`config.mk`:
```
export PLATFORM = sky130hd
export DESIGN_NAME = idsu_cell
export DESIGN_NICKNAME = d
export VERILOG_FILES = /design/src/design/idsu_pkg.sv /design/src/design/idsu_cell.sv
export SDC_FILE = /design/constraint.sdc
export NUM_CORES = 1
export LEC_CHECK = 0
export BUFFER_PORTS_ARGS = -buffer_cell sky130_fd_sc_hd__buf_2
export CORE_AREA = 2 2 209 211
export CTS_BUF_LIST = sky130_fd_sc_hd__clkbuf_4 sky130_fd_sc_hd__clkbuf_8 sky130_fd_sc_hd__clkbuf_16
export CTS_CLUSTER_SIZE = 25
export DETAILED_ROUTE_END_ITERATION = 6
export DIE_AREA = 0 0 211 213
export HOLD_SLACK_MARGIN = 0.12
export SETUP_SLACK_MARGIN = 0.5
export SLEW_MARGIN = 20
export SYNTH_ARGS = -nofsm -noshare
export SYNTH_HDL_FRONTEND = slang
export SYNTH_SLANG_ARGS = --single-unit
```
`constraint.sdc`:
```
create_clock -name clock -period 13.7 [get_ports clock]
set_input_delay 0.685 -clock clock [delete_from_list [all_inputs] [get_ports clock]]
set_output_delay 0.685 -clock clock [all_outputs]
set_load 0.02 [all_outputs]
```
`src/design/idsu_pkg.sv`:
```
`timescale 1ns / 1ps
`default_nettype none
package idsu_pkg;

   localparam int DataWidth = 64;
   localparam int WordWidth = 32;
   localparam int CountWidth = 6;

   typedef enum logic [3:0] {
      OP_SDIV32 = 4'd0,
      OP_UDIV32 = 4'd1,
      OP_SDIV10 = 4'd2,
      OP_UDIV10 = 4'd3,
      OP_SDIV64 = 4'd4,
      OP_SREM64 = 4'd5,
      OP_UDIV64 = 4'd6,
      OP_UREM64 = 4'd7,
      OP_ASR64  = 4'd8,
      OP_LSR64  = 4'd9
   } op_type;

   typedef struct packed {
      logic [3:0]            op;
      logic [DataWidth-1:0]  value_in;
      logic [DataWidth-1:0]  divisor_in;
      logic [CountWidth-1:0] shift_count;
   } req_type;

   typedef struct packed {
      logic [WordWidth-1:0] word_low;
      logic [WordWidth-1:0] word_high;
   } rsp_type;

   // state carried from cell to cell
   typedef struct packed {
      logic                 valid;
      logic [3:0]           op;
      logic                 neg_q;
      logic                 neg_r;
      logic                 zero_div;
      logic [DataWidth-1:0] rem;
      logic [DataWidth-1:0] quo;
      logic [DataWidth-1:0] dvs;
      logic [DataWidth-1:0] shifted;
   } cell_type;

endpackage
`default_nettype wire

```
`src/design/idsu_cell.sv`:
```
`timescale 1ns / 1ps
`default_nettype none
// One restoring-division step: shift in the next dividend bit, try a subtract.
module idsu_cell (
   input  wire logic                clock,
   input  wire logic                reset,
   input  wire logic                advance,
   input  wire idsu_pkg::cell_type  cell_in,
   output idsu_pkg::cell_type       cell_out
);
   import idsu_pkg::*;

   cell_type                 cell_ff;
   cell_type                 cell_in_next;
   logic [DataWidth:0]       trial;
   logic [DataWidth:0]       part;

   always_comb begin
      part = {cell_in.rem, cell_in.quo[DataWidth-1]};
      trial = part - {1'b0, cell_in.dvs};
      cell_in_next = cell_in;
      cell_in_next.quo = {cell_in.quo[DataWidth-2:0], ~trial[DataWidth]};
      cell_in_next.rem = trial[DataWidth] ? part[DataWidth-1:0] : trial[DataWidth-1:0];
   end

   // advance the step result when the pipe moves
   always_ff @(posedge clock) begin
      if (reset) begin
         cell_ff.valid <= 1'b0;
      end else if (advance) begin
         cell_ff <= cell_in_next;
      end
   end

   assign cell_out = cell_ff;
endmodule
`default_nettype wire

```
==> results.json <==
{
  "yosys_warnings": 0,
  "final_cells": 2113,
  "viasPerCell": 4.85,
  "via_count": 10300,
  "finalNetCount": 1873,
  "clk_latency_ns": 0.57,
  "setup_violations": 0,
  "rr_worst_depth": 2,
  "crit_type": "input port to register",
  "worst_pin_slew_ns": 1.01,
  "hp-class": "input port to register",
  "final-hold-violation-count": 0,
  "wire_per_inst_um": 20.6,
  "setup_slack_ns": 9.57,
  "cts_resized": 0,
  "ff2ff_setup_slack_ns": 13.12,
  "max-vdd-ir-drop_mv": 0.104,
  "htreeDepth": 1,
  "synth_top_area_share_pct": 60.7,
  "grt_pass1_vias": 10100,
  "hold_ws_ns": 0.274,
  "slew_headroom_pct": 33.0,
  "fp.dieH_um": 213,
  "crit_arrival_ns": 4.45,
  "top_usage_layer": "met2",
  "cts_tree": "yes",
  "cts_sinks": 264,
  "status": "finished, violations left",
  "n_fill_cell": 4108,
  "ys_seq_elements": 264,
  "cts_buffer_depth": 3,
  "drv_cap": 0,
  "rows": 76,
  "ys.flop_type": "edfxtp_1",
  "root_buffer": "clkbuf_16",
  "dr.first_iter.drc_count": 574,
  "timing.fmax_mhz": 242,
  "critPathCaptureType": "register",
  "violations": "design-rule violations",
  "grtUsageTotal_pct": 18.2,
  "met1_usage_pct": 21.6,
  "finalCritPeriodShare_pct": 30.1,
  "synth_fp_nets": 1338,
  "antenna_found_initial": 14,
  "postSynthAreaPerCell_um2": 12.9,
  "cts.reportedPaths.clkPinSlew_ns": 0.06,
  "hold_depth": 1,
  "post-place-ws_ns": 8.97,
  "worstSetupStartpointType": "input port",
  "met2_usage_pct": 32.7,
  "synthArstFlopShare_pct": 0,
  "rsz0062_at_grt": "false",
  "port-buffer-count": 530,
  "slew_violations": 0,
  "die_w_um": 211,
  "min_period_ns": 4.13,
  "cp.required_ns": 14.02,
  "die_area_um2": 44900,
  "synthTopCellsByArea": "edfxtp_1 (61%), ha_1 (6.1%), mux2_1 (4.7%)",
  "synth_cells": 1006,
  "place_congestion": 0.830,
  "area_delta_synth_final_pct": 32.8,
  "drt_wl_total_um": 43500,
  "seq_area_frac_synth_pct": 60.8,
  "boundaryPins": 531,
  "syn_area_um2": 13000,
  "grt_pass1_wl_um": 61700,
  "dp_hpwl_um": 34700,
  "power_mw": 2.32,
  "synth_edf_count": 263,
  "grt_max_degree": 79,
  "start_util_pct": 30.5,
  "coreArea_um2": 42700,
  "cts-buffers-inserted": 31,
  "drt-pass1-iter-count": 7,
  "yosys.area.top_type": "edfxtp_1",
  "dp_cells": 2054,
  "drive_above_1_share_pct": 38.6,
  "largest_reg_flops": 264,
  "grt_use_met3_pct": 4.57,
  "skew_ns": 0,
  "ys_types": 75,
  "drc": 1,
  "power.density_nw_per_um2": 134,
  "post_cts_buffers": 0,
  "p_leak_nw": 7.50,
  "crit_fanout": 60,
  "ant_nets": 0,
  "setup_tns_ns": 0,
  "overflow": 0,
  "hold_buffers": 0
}
-- layout by cell type (no fill, tap or decap), types with 5 or more instances in the layout --
master	instances
a211o_1	5
a211oi_1	6
a21boi_0	5
a21o_1	32
a21oi_1	76
a31oi_1	7
and3_1	7
buf_2	530
buf_4	5
clkbuf_16	31
clkinv_1	5
clkinvlp_4	7
edfxtp_1	263
ha_1	64
inv_1	85
mux2_1	54
mux2i_1	7
nand2_1	62
nand2b_1	9
nand3_1	10
nand4_1	20
nor2_1	41
nor2b_1	10
nor3_1	9
o21a_1	8
o21ai_0	23
o21ai_1	15
o21bai_1	15
o31ai_1	5
or3_1	5
xnor2_1	34
xor2_1	23
-- cell type report --
type	instances	area [um^2]	area share, %
sequential	264	7920	45.8
multi-input combinational	623	4620	26.7
timing repair buffer	535	2690	15.6
clock buffer	35	806	4.66
tap	546	683	3.95
inverter	86	328	1.90
clock inverter	21	239	1.38
antenna	3	7.51	0.0434
-- power by group --
part / leakage (nW) / internal, mW / switching (mW)
Sequential: 2.48 / 0.971 / 0.0152
Combinational: 4.53 / 0.183 / 0.304
Clock: 0.492 / 0.500 / 0.346
-- critical path: stages --
cell	delay (ns)
buf_2	0.09
inv_1	0.05
ha_1	0.47
nand4_1	0.21
or4_1	0.62
or3_1	0.33
o32a_1	0.23
a21oi_2	0.20
o21ai_1	0.13
and2_4	0.21
o211a_4	0.29
inv_6	0.44
mux2_1	0.39
-- metal layers --
layer / vias to the layer above / wire length (um) / part of all wire (%)
met4: 16 / 1110 / 2.5
li1: 4845 / - / -
met1: 4931 / 17400 / 40
met3: 77 / 2800 / 6.4
met5: - / 104 / 0.24
met2: 386 / 22100 / 51
-- final timing paths --
kind / from / endpoint
min reg2reg: cell_out[263]$_SDFFE_PP0P_ / cell_out[263]$_SDFFE_PP0P_
min: cell_in[16] / cell_out[16]$_DFFE_PP_
max: cell_in[91] / cell_out[219]$_DFFE_PP_
max reg2reg: cell_out[263]$_SDFFE_PP0P_ / cell_out[263]$_SDFFE_PP0P_
-- per-stage QoR --
stage,util [%],cell area (um^2)
2_1_floorplan,-,13000
3_3_place_gp,38.0,16200
3_5_place_dp,38.0,16200
4_1_cts,40.5,17300
5_1_grt,40.5,17300
6_report,40.5,17300
-- logic make-up after synthesis --
family | Yosys count | synth area share (%)
AOI/OAI and AO/OA | 240 | 12.2
muxes | 64 | 5.53
and+or+nand+nor | 197 | 7.54
adders and majority gates | 65 | 6.30
DFF | 264 | 60.8
buffers and inverters | 119 | 3.83
xor gates and xnor gates | 57 | 3.83
-- synthesized netlist by cell type, types with 8 or more instances --
cell type    n
o21ai_1     15
o21a_1       8
mux2_1      54
nand3_1     10
nand2b_1     9
clkbuf_1    24
nor2b_1     11
a21oi_1     76
o21ai_0     23
xnor2_1     34
xor2_1      23
ha_1        64
nor3_1       9
o21bai_1    15
inv_1       85
a21o_1      32
nand2_1     62
nand4_1     20
nor2_1      41
edfxtp_1   263
(Power assumes the default switching activity.)
